**config.mk**
```make
export PLATFORM = sky130hd
export DESIGN_NAME = i2c_reg16_access_sequencer_core
export DESIGN_NICKNAME = d
export VERILOG_FILES = /design/src/design/i2cseq_pkg.sv /design/src/design/i2c_reg16_access_sequencer_core.sv
export SDC_FILE = /design/constraint.sdc
export NUM_CORES = 1
export LEC_CHECK = 0
export ABC_AREA = 1
export BUFFER_PORTS_ARGS = -buffer_cell sky130_fd_sc_hd__buf_2
export CORE_MARGIN = 1.5
export CORE_UTILIZATION = 50
export CTS_CLUSTER_DIAMETER = 120
export DETAILED_ROUTE_END_ITERATION = 16
export PLACE_DENSITY = 0.7
export SETUP_SLACK_MARGIN = 0.5
export SYNTH_ARGS = -nofsm -noshare
export SYNTH_HDL_FRONTEND = slang
export SYNTH_SLANG_ARGS = --single-unit
```
**constraint.sdc**
```tcl
create_clock -name aclk -period 6.1 [get_ports aclk]
set_input_delay 0.61 -clock aclk [delete_from_list [all_inputs] [get_ports aclk]]
set_output_delay 0.61 -clock aclk [all_outputs]
set_load 0.01 [all_outputs]
```
**src/design/i2cseq_pkg.sv**
```systemverilog
// Shared types and widths for the 16-bit register access sequencer.
// Used by i2c_reg16_access_sequencer_core; depends on nothing else.
package i2cseq_pkg;

    localparam int STATE_W     = 4;
    localparam int ACTION_W    = 2;
    localparam int KIND_W      = 2;
    localparam int S_TDATA_W   = 56;
    localparam int M_TDATA_W   = 32;
    localparam int FIFO_DEPTH  = 4;
    localparam int FIFO_PTR_W  = $clog2(FIFO_DEPTH);
    localparam int FIFO_CNT_W  = $clog2(FIFO_DEPTH + 1);
    localparam logic [7:0] MAX_ATTEMPTS_RST = 8'd8;

    // input action codes
    localparam logic [ACTION_W-1:0] ACT_WRITE = 2'd0;
    localparam logic [ACTION_W-1:0] ACT_READ  = 2'd1;
    localparam logic [ACTION_W-1:0] ACT_DONE  = 2'd2;

    // result kind codes
    localparam logic [KIND_W-1:0] KIND_BYTE   = 2'd0;
    localparam logic [KIND_W-1:0] KIND_ABORT  = 2'd1;
    localparam logic [KIND_W-1:0] KIND_FINISH = 2'd2;

    typedef struct packed {
        logic [KIND_W-1:0] kind;
        logic [7:0]        tx_byte;
        logic              gen_start;
        logic              gen_stop;
        logic              do_read;
        logic              send_ack;
        logic              success;
        logic [15:0]       read_value;
        logic              last;
    } result_t;

    function automatic result_t make_result(logic [KIND_W-1:0] kind, logic [7:0] tx,
                                            logic st, logic sp, logic rd, logic ack,
                                            logic ok, logic [15:0] val);
        result_t r;
        r.kind       = kind;
        r.tx_byte    = tx;
        r.gen_start  = st;
        r.gen_stop   = sp;
        r.do_read    = rd;
        r.send_ack   = ack;
        r.success    = ok;
        r.read_value = val;
        r.last       = 1'b0;
        return r;
    endfunction

endpackage

```
**src/design/i2c_reg16_access_sequencer_core.sv**
```systemverilog
// Top level of the 16-bit register access sequencer over a byte-level I2C engine.
// Depends on i2cseq_pkg for result type, codes and widths.
//
// Usage: requests (write/read of a 16-bit register) and byte engine completions
// both enter on the s_ channel, selected by s_tuser. Each accepted request or
// completion produces zero, one or two results on the m_ channel: byte commands,
// abort commands and access-finished reports; m_tlast marks the final result of
// each input request. The next byte command is issued only after the completion
// of the previous one arrives.
// Throughput: one request per cycle while s_tready is high; the state update is
// a single pass between the state registers and a four-entry result queue,
// which drains one result per cycle while m_tready is high. s_tready is high
// while the queue has room for two results. A stalled receiver fills the queue,
// after which s_tready drops; nothing is lost.
// cfg_data writes max_attempts (reset value 8); cfg_ready is always high, and
// writes are expected only while no access is in progress.
// Reset (aresetn low, synchronous) returns to idle, empties the queue and
// clears all held request state.
module i2c_reg16_access_sequencer_core (
    input  logic                             aclk,
    input  logic                             aresetn,
    input  logic                             s_tvalid,
    output logic                             s_tready,
    // [7:0] device_addr, [23:8] reg_address, [39:24] write_data, [40] bus_ack,
    // [48:41] read_byte, [55:49] zero
    input  logic [i2cseq_pkg::S_TDATA_W-1:0] s_tdata,
    // [1:0] action
    input  logic [i2cseq_pkg::ACTION_W-1:0]  s_tuser,
    output logic                             m_tvalid,
    input  logic                             m_tready,
    // [7:0] tx_byte, [8] gen_start, [9] gen_stop, [10] do_read, [11] send_ack,
    // [12] success, [28:13] read_value, [31:29] zero
    output logic [i2cseq_pkg::M_TDATA_W-1:0] m_tdata,
    // [1:0] kind
    output logic [i2cseq_pkg::KIND_W-1:0]    m_tuser,
    output logic                             m_tlast,
    input  logic                             cfg_valid,
    output logic                             cfg_ready,
    input  logic [7:0]                       cfg_data
);

    localparam int FIFO_DEPTH = i2cseq_pkg::FIFO_DEPTH;
    localparam int PTR_W      = i2cseq_pkg::FIFO_PTR_W;
    localparam int CNT_W      = i2cseq_pkg::FIFO_CNT_W;

    localparam logic [i2cseq_pkg::STATE_W-1:0] PH_IDLE = 4'd0;
    localparam logic [i2cseq_pkg::STATE_W-1:0] PH_DEV  = 4'd1;
    localparam logic [i2cseq_pkg::STATE_W-1:0] PH_REGH = 4'd2;
    localparam logic [i2cseq_pkg::STATE_W-1:0] PH_REGL = 4'd3;
    localparam logic [i2cseq_pkg::STATE_W-1:0] PH_DATH = 4'd4;
    localparam logic [i2cseq_pkg::STATE_W-1:0] PH_DATL = 4'd5;
    localparam logic [i2cseq_pkg::STATE_W-1:0] PH_DEV2 = 4'd6;
    localparam logic [i2cseq_pkg::STATE_W-1:0] PH_RDHI = 4'd7;
    localparam logic [i2cseq_pkg::STATE_W-1:0] PH_RDLO = 4'd8;

    // request fields
    logic [7:0]  in_device;
    logic [15:0] in_register;
    logic [15:0] in_data;
    logic        in_ack;
    logic [7:0]  in_rbyte;

    assign in_device   = s_tdata[7:0];
    assign in_register = s_tdata[23:8];
    assign in_data     = s_tdata[39:24];
    assign in_ack      = s_tdata[40];
    assign in_rbyte    = s_tdata[48:41];

    logic [7:0]                        max_attempts_reg;
    logic [i2cseq_pkg::STATE_W-1:0]    phase_reg, phase_next;
    logic                              is_read_reg, is_read_next;
    logic [7:0]                        attempt_reg, attempt_next;
    logic [7:0]                        device_reg, device_next;
    logic [15:0]                       register_reg, register_next;
    logic [15:0]                       data_reg, data_next;
    logic [7:0]                        high_byte_reg, high_byte_next;

    i2cseq_pkg::result_t res0, res1;
    logic [1:0]          n_res;
    logic [7:0]          attempt_inc;

    i2cseq_pkg::result_t fifo_reg [FIFO_DEPTH];
    logic [PTR_W-1:0]    wr_ptr_reg, rd_ptr_reg;
    logic [CNT_W-1:0]    count_reg;
    logic                s_acc, m_acc;

    assign cfg_ready = 1'b1;
    assign s_tready  = (count_reg <= CNT_W'(FIFO_DEPTH - 2));
    assign s_acc     = s_tvalid && s_tready;
    assign m_tvalid  = (count_reg != '0);
    assign m_acc     = m_tvalid && m_tready;

    assign attempt_inc = (attempt_reg == 8'hFF) ? attempt_reg : attempt_reg + 8'd1;

    always_comb begin
        phase_next     = phase_reg;
        is_read_next   = is_read_reg;
        attempt_next   = attempt_reg;
        device_next    = device_reg;
        register_next  = register_reg;
        data_next      = data_reg;
        high_byte_next = high_byte_reg;
        res0  = '0;
        res1  = '0;
        n_res = 2'd0;
        if (s_tuser == i2cseq_pkg::ACT_WRITE || s_tuser == i2cseq_pkg::ACT_READ) begin
            if (phase_reg == PH_IDLE) begin
                is_read_next  = (s_tuser == i2cseq_pkg::ACT_READ);
                device_next   = in_device;
                register_next = in_register;
                data_next     = in_data;
                attempt_next  = 8'd0;
                phase_next    = PH_DEV;
                res0  = i2cseq_pkg::make_result(i2cseq_pkg::KIND_BYTE, in_device,
                                                1'b1, 1'b0, 1'b0, 1'b0, 1'b0, 16'd0);
                n_res = 2'd1;
            end
        end else if (s_tuser == i2cseq_pkg::ACT_DONE && phase_reg != PH_IDLE
                     && phase_reg <= PH_RDLO) begin
            if (phase_reg == PH_RDHI) begin
                high_byte_next = in_rbyte;
                res0  = i2cseq_pkg::make_result(i2cseq_pkg::KIND_BYTE, 8'd0,
                                                1'b0, 1'b1, 1'b1, 1'b0, 1'b0, 16'd0);
                phase_next = PH_RDLO;
                n_res = 2'd1;
            end else if (phase_reg == PH_RDLO) begin
                res0  = i2cseq_pkg::make_result(i2cseq_pkg::KIND_FINISH, 8'd0, 1'b0,
                                                1'b0, 1'b0, 1'b0, 1'b1,
                                                {high_byte_reg, in_rbyte});
                phase_next = PH_IDLE;
                n_res = 2'd1;
            end else if (!in_ack) begin
                // abort, then retry from the device byte or give up
                res0  = i2cseq_pkg::make_result(i2cseq_pkg::KIND_ABORT, 8'd0, 1'b0,
                                                1'b0, 1'b0, 1'b0, 1'b0, 16'd0);
                attempt_next = attempt_inc;
                if (attempt_inc >= max_attempts_reg) begin
                    res1 = i2cseq_pkg::make_result(i2cseq_pkg::KIND_FINISH, 8'd0, 1'b0,
                                                   1'b0, 1'b0, 1'b0, 1'b0,
                                                   is_read_reg ? 16'hFFFF : 16'h0000);
                    phase_next = PH_IDLE;
                end else begin
                    res1 = i2cseq_pkg::make_result(i2cseq_pkg::KIND_BYTE, device_reg,
                                                   1'b1, 1'b0, 1'b0, 1'b0, 1'b0, 16'd0);
                    phase_next = PH_DEV;
                end
                n_res = 2'd2;
            end else begin
                n_res = 2'd1;
                unique case (phase_reg)
                    PH_DEV: begin
                        res0 = i2cseq_pkg::make_result(i2cseq_pkg::KIND_BYTE,
                                                       register_reg[15:8], 1'b0, 1'b0,
                                                       1'b0, 1'b0, 1'b0, 16'd0);
                        phase_next = PH_REGH;
                    end
                    PH_REGH: begin
                        res0 = i2cseq_pkg::make_result(i2cseq_pkg::KIND_BYTE,
                                                       register_reg[7:0], 1'b0,
                                                       is_read_reg, 1'b0, 1'b0, 1'b0,
                                                       16'd0);
                        phase_next = PH_REGL;
                    end
                    PH_REGL: begin
                        if (is_read_reg) begin
                            res0 = i2cseq_pkg::make_result(i2cseq_pkg::KIND_BYTE,
                                                           device_reg | 8'h01, 1'b1,
                                                           1'b0, 1'b0, 1'b0, 1'b0,
                                                           16'd0);
                            phase_next = PH_DEV2;
                        end else begin
                            res0 = i2cseq_pkg::make_result(i2cseq_pkg::KIND_BYTE,
                                                           data_reg[15:8], 1'b0, 1'b0,
                                                           1'b0, 1'b0, 1'b0, 16'd0);
                            phase_next = PH_DATH;
                        end
                    end
                    PH_DATH: begin
                        res0 = i2cseq_pkg::make_result(i2cseq_pkg::KIND_BYTE,
                                                       data_reg[7:0], 1'b0, 1'b1,
                                                       1'b0, 1'b0, 1'b0, 16'd0);
                        phase_next = PH_DATL;
                    end
                    PH_DATL: begin
                        res0 = i2cseq_pkg::make_result(i2cseq_pkg::KIND_FINISH, 8'd0,
                                                       1'b0, 1'b0, 1'b0, 1'b0, 1'b1,
                                                       16'd0);
                        phase_next = PH_IDLE;
                    end
                    default: begin
                        // device byte of the read half acknowledged: read high byte
                        res0 = i2cseq_pkg::make_result(i2cseq_pkg::KIND_BYTE, 8'd0,
                                                       1'b0, 1'b0, 1'b1, 1'b1, 1'b0,
                                                       16'd0);
                        phase_next = PH_RDHI;
                    end
                endcase
            end
        end
        if (n_res == 2'd1) begin
            res0.last = 1'b1;
        end
        if (n_res == 2'd2) begin
            res1.last = 1'b1;
        end
    end

    always_ff @(posedge aclk) begin
        if (!aresetn) begin
            max_attempts_reg <= i2cseq_pkg::MAX_ATTEMPTS_RST;
            phase_reg        <= PH_IDLE;
            is_read_reg      <= 1'b0;
            attempt_reg      <= 8'd0;
            device_reg       <= 8'd0;
            register_reg     <= 16'd0;
            data_reg         <= 16'd0;
            high_byte_reg    <= 8'd0;
        end else begin
            if (cfg_valid && cfg_ready) begin
                max_attempts_reg <= cfg_data;
            end
            if (s_acc) begin
                phase_reg     <= phase_next;
                is_read_reg   <= is_read_next;
                attempt_reg   <= attempt_next;
                device_reg    <= device_next;
                register_reg  <= register_next;
                data_reg      <= data_next;
                high_byte_reg <= high_byte_next;
            end
        end
    end

    // result queue: control
    logic [1:0] push_n;
    assign push_n = s_acc ? n_res : 2'd0;

    always_ff @(posedge aclk) begin
        if (!aresetn) begin
            wr_ptr_reg <= '0;
            rd_ptr_reg <= '0;
            count_reg  <= '0;
        end else begin
            wr_ptr_reg <= PTR_W'(wr_ptr_reg + PTR_W'(push_n));
            if (m_acc) begin
                rd_ptr_reg <= PTR_W'(rd_ptr_reg + PTR_W'(1));
            end
            count_reg <= CNT_W'(count_reg + CNT_W'(push_n) - CNT_W'(m_acc));
        end
    end

    // result queue: payload
    always_ff @(posedge aclk) begin
        if (push_n != 2'd0) begin
            fifo_reg[wr_ptr_reg] <= res0;
        end
        if (push_n == 2'd2) begin
            fifo_reg[PTR_W'(wr_ptr_reg + PTR_W'(1))] <= res1;
        end
    end

    i2cseq_pkg::result_t head;
    assign head = fifo_reg[rd_ptr_reg];

    always_comb begin
        m_tdata        = '0;
        m_tdata[7:0]   = head.tx_byte;
        m_tdata[8]     = head.gen_start;
        m_tdata[9]     = head.gen_stop;
        m_tdata[10]    = head.do_read;
        m_tdata[11]    = head.send_ack;
        m_tdata[12]    = head.success;
        m_tdata[28:13] = head.read_value;
    end
    assign m_tuser = head.kind;
    assign m_tlast = head.last;

    a_count_bound: assert property (@(posedge aclk) disable iff (!aresetn)
        count_reg <= CNT_W'(FIFO_DEPTH))
        else $error("result queue count beyond depth");

    a_read_phase: assert property (@(posedge aclk) disable iff (!aresetn)
        (phase_reg == PH_DEV2 || phase_reg == PH_RDHI || phase_reg == PH_RDLO)
        |-> is_read_reg)
        else $error("read-half phase during a write access");

    a_write_phase: assert property (@(posedge aclk) disable iff (!aresetn)
        (phase_reg == PH_DATH || phase_reg == PH_DATL) |-> !is_read_reg)
        else $error("data phase during a read access");

    a_start: assert property (@(posedge aclk) disable iff (!aresetn)
        (s_acc && phase_reg == PH_IDLE && (s_tuser == i2cseq_pkg::ACT_WRITE
         || s_tuser == i2cseq_pkg::ACT_READ)) |=> (phase_reg == PH_DEV && m_tvalid))
        else $error("accepted request did not start an access");

endmodule

```
### Word level (Yosys, flattened, before mapping)

Memory sizes are Yosys's and may differ from the RTL's. A register that Yosys moved wholly into a read port is not among the register bits.
Index checks and enable logic that the tools add are counted.

* add/subtract/negate cells: 6
* magnitude comparators: 3
* eq/ne operators: 17
* multiplexer cells: 46
* bitwise logic cells: 1
* reductions and logical operators: 15

Operator list (count)
* $mux 32: 11
* $pmux 32 s5: 1
* $mux 30: 2
* $mux 8: 7
* $mux 4: 6
* $mux 2: 9
* $mux 16: 1
* $pmux 3 s5: 1
* $eq 4x3->1 const B: 3
* $add 8x1->8 const B: 1
* $eq 4x2->1 const B: 2
* $eq 8x8->1 const B: 1
* $ge 8x8->1: 1
* $mux 1: 8
* $eq 2x2->1 const B: 3
* $reduce_and 3->1: 2
* $reduce_and 6->1: 1
* $add 2x1->2 const B: 2
* $eq 2x1->1 const B: 2
* $eq 4x1->1 const B: 1
* $eq 4x4->1 const B: 1
* $le 4x4->1 const B: 1
* $logic_and 1x1->1: 4
* $logic_not 4->1: 1
* 13 further kinds: 16

* flip-flop bits (word level): 76
* RAM bits: 128
* bits of input ports: 71
* output and inout bits: 38
* word-level logic and storage cells: 100
* memories: 1

Memories
* fifo_reg: depth 4, width 32, read ports 1, clocked after Yosys merged registers in 1, write ports 2, line i2c_reg16_access_sequencer_core.sv:82 `i2cseq_pkg::result_t fifo_reg [FIFO_DEPTH];`

### Logic depth before layout (Yosys ltp)

* depth in word-level cells: 10
* depth in mapped cells: 18
* mapped depth without buffers: 17

### Worst setup path after synthesis

OpenSTA, ideal clock, no wires.

* path kind: in2reg
* start: input s_tuser[1] in the netlist's numbering
* end: register count_reg[2]
* setup time: 0.128 ns
* data arrival time: 2.583 ns
* required time: 5.972 ns
* setup slack: 3.390 ns
* stages: 15
* path buffers: 3
* path through: buf_4 nor2_4 inv_2 nor2_2 buf_2 buf_2 a21oi_1 ha_1 inv_1 ha_1 inv_1 fa_1 xor2_1 inv_1 nor2_1

* longest elaborated chain between the ends: 8
* elaborated cells on any way between the ends: 11
* classes of those cells: add/sub (2); eq/ne (2); mux (3); reduce/logical (4)

RTL lines
* from (decl): line i2c_reg16_access_sequencer_core.sv:28 `input logic [i2cseq_pkg::ACTION_W-1:0] s_tuser,`
* $eq 2x2->1: line i2c_reg16_access_sequencer_core.sv:118 `end else if (s_tuser == i2cseq_pkg::ACT_DONE && phase_reg != PH_IDLE`
* $logic_and 1x1->1: line i2c_reg16_access_sequencer_core.sv:118
* $logic_and 1x1->1: line i2c_reg16_access_sequencer_core.sv:119 `&& phase_reg <= PH_RDLO) begin`
* $mux 2: line i2c_reg16_access_sequencer_core.sv:118
* $mux 2 *: line i2c_reg16_access_sequencer_core.sv:106 `if (s_tuser == i2cseq_pkg::ACT_WRITE || s_tuser == i2cseq_pkg::ACT_READ) begin`
* $mux 2 *: line i2c_reg16_access_sequencer_core.sv:236 `assign push_n = s_acc ? n_res : 2'd0;`
* $add 3x2->3 *: line i2c_reg16_access_sequencer_core.sv:248 `count_reg <= CNT_W'(count_reg + CNT_W'(push_n) - CNT_W'(m_acc));`
* $sub 3x1->3 *: line i2c_reg16_access_sequencer_core.sv:248
* to (signal assigned): line i2c_reg16_access_sequencer_core.sv:248
* to (decl): line i2c_reg16_access_sequencer_core.sv:84 `logic [CNT_W-1:0] count_reg;`

Mark *: on every way between the ends. The rest lies on a longest branch, timed or not.
A chain may end at the register's enable or synchronous reset.

==> reports/qor.yml <==
wl_per_cell_um: 16.5
post_cts_buffers: 0
ys_seq_area_share_pct: 51.0
io_pins: 109
grt_first_pass_wirelength_um: 42800
grt_max_degree: 66
holdWs_ns: 0.326
grt-ovfl-total: 0
path_cells: "nor2_2, nand2_4, nor2_4, inv_2, nor2_2, inv_2, buf_4, nand2_8, nand2_4, inv_2, nand2_1, nand2_1"
path_delay_family: "simple AND/OR/NAND/NOR gates"
postLayoutCellArea_mm2: 0.0115
cp_data_arrival_time_ns: 4.27
relSlewSlack_pct: 28.5
antenna_left: 0
status: "complete, no violations"
cts_tree: "built"
placement.cell_area_mm2: 0.0108
setup_viol: 0
fin_cells: 1641
vias: 8832
die_area_mm2: 0.0213
critPathMaxFanout: 47
drt_iter0_drc: 733
crit_path_frequent_cell: "inv_2"
intPower_mw: 2.68
synth_cells: 1285
syn_to_final_growth_pct: 12.7
die_y_um: 146
p_clk_share_pct: 34.1
synth_edf_count: 108
remaining_drc_errors: 0
postCtsHoldBufs: 0
p_per_area_mw_per_mm2: 343
peakVddDrop_uv: 189
final_cell_mix: "390 x nand2_1, 193 x nor2_1, 139 x o21ai_0"
period_minus_slack_ns: 3.91
largest_reg_flops: 128
hp-class: "in -> reg"
clock-root-buffer: "clkbuf_16"
critPathSlowestCell: "nor2_2"
r2r_slack_ns: 2.19
dp_slack_ns: 2.31
critPathMaxStageDelay_ns: 0.75
start_kind: "flip-flop"
combPwrFrac_pct: 23.3
synthArstFlopShare_pct: 0
nNetsFinal: 1439
p_switching_mw: 1.26
diodes: 0
worst-path-buf-inv: 4
timing.setup.tns_ns: 0
fmax_mhz: 256
cap_violations: 0
synth_seq_cells: 206
rsz0062_at_grt: "false"
fin_ws_ns: 2.19
yosysWarnings: 0
cts.path.max_buffers: 3
fin_crit_sh_pct: 64.0
gr-usage-all-layers_pct: 25.1
required_ns: 6.47
dieWidth_um: 146
hpwl_um: 16700
clock_latency_ns: 0.50
seqPwrFrac_pct: 42.6
drt_pass1_iterations: 5
core-area_mm2: 0.0201
fin_worst_skew_ns: 0.00615
ys_types: 32
end_kind: "flip-flop"
gp_congestion: 0.854
htree_num_levels: 1
dp_cells: 1599
row_count: 52
p_leak_nw: 5.11
portBuffers: 97
worst_slew_pin_slew_ns: 1.07
syn-cell-area_mm2: 0.0102
ys.flop_type: "edfxtp_1"
avgSynthCellArea_um2: 7.94
grt_pass1_vias: 8169
clk_pin_slew_ns: 0.06
routed_wl_um: 27100
finalHoldViolations: 0
power.total_mw: 3.94
drv_slew: 0
grt_antenna_before_repair: 0
cts_inserted_buffers: 23
cts_resized: 0
crit_type: "reg -> reg"
p_sw_share_pct: 32.0
start_util_pct: 50.7
via_per_inst: 5.38
layout_commonest_cell: "nand2_1"
final_util_pct: 57.2
clock_sinks: 206
drive_gt1_share_pct: 13.3
[synthesized netlist by cell type, drive strengths merged (4+ instances only)]
cell type | n | area (um2)
ha | 13 | 163
clkinv | 4 | 15.0
edfxtp | 108 | 3240
inv | 62 | 233
nand4 | 9 | 56.3
xor2 | 6 | 52.6
buf | 39 | 270
clkbuf | 32 | 120
nand2 | 403 | 1590
a21oi | 43 | 226
o21ai | 139 | 696
o22ai | 32 | 200
nand3 | 86 | 493
nor2 | 202 | 806
dfxtp | 98 | 1960
[cell type report]
type	count	area, um2
clock buffer	35	671
clock inverter	7	63.8
fill	1863	8610
inverter	66	248
multi-input combinational	944	4370
sequential	206	5210
tap	270	338
timing repair buffer	113	606
[layer usage]
layer	up-vias	wire length [um]	global-route usage [%]
met3	45	2190	3.13
met2	363	12600	40.9
met4	0	529	7.30
met1	4055	11800	35.1
li1	4369	-	-
met5	-	0	0
[worst paths after layout]
path / start / endpoint / depth (start not counted)
hold / removal: s_tdata[11] / register_reg[3] / 3
setup / recovery: phase_reg[3] / fifo_reg[0][31] / 12
hold reg to reg: fifo_reg[1][19] / fifo_reg[1][19] / 2
setup reg to reg: phase_reg[3] / fifo_reg[0][31] / 12
[cells by family after synthesis]
kind of cell / count (synthesis) / synth area share, %
xor+xnor: 8 / 0.687
fa+ha+maj: 14 / 1.79
other cells: 2 / 0.0736
flops: 206 / 51.0
buf+inv: 137 / 6.25
compound gates: 217 / 11.2
simple gates: 701 / 29.0
[power groups by stage]
stage / Clock (mW) / Sequential [mW] / Combinational (mW)
after floorplan: 0 / 1.68 / 0.620
after global placement: 0 / 1.70 / 0.895
after detailed placement: 0 / 1.71 / 0.912
after CTS: 1.36 / 1.68 / 0.916
after global routing: 1.41 / 1.69 / 1.02
final: 1.35 / 1.68 / 0.917
[tightest hold or removal path: stages]
cell	delay, ns
buf_2	0.07
nor2_1	0.03
nor2_1	0.08
Note: power is estimated with default switching activity, not from simulation.
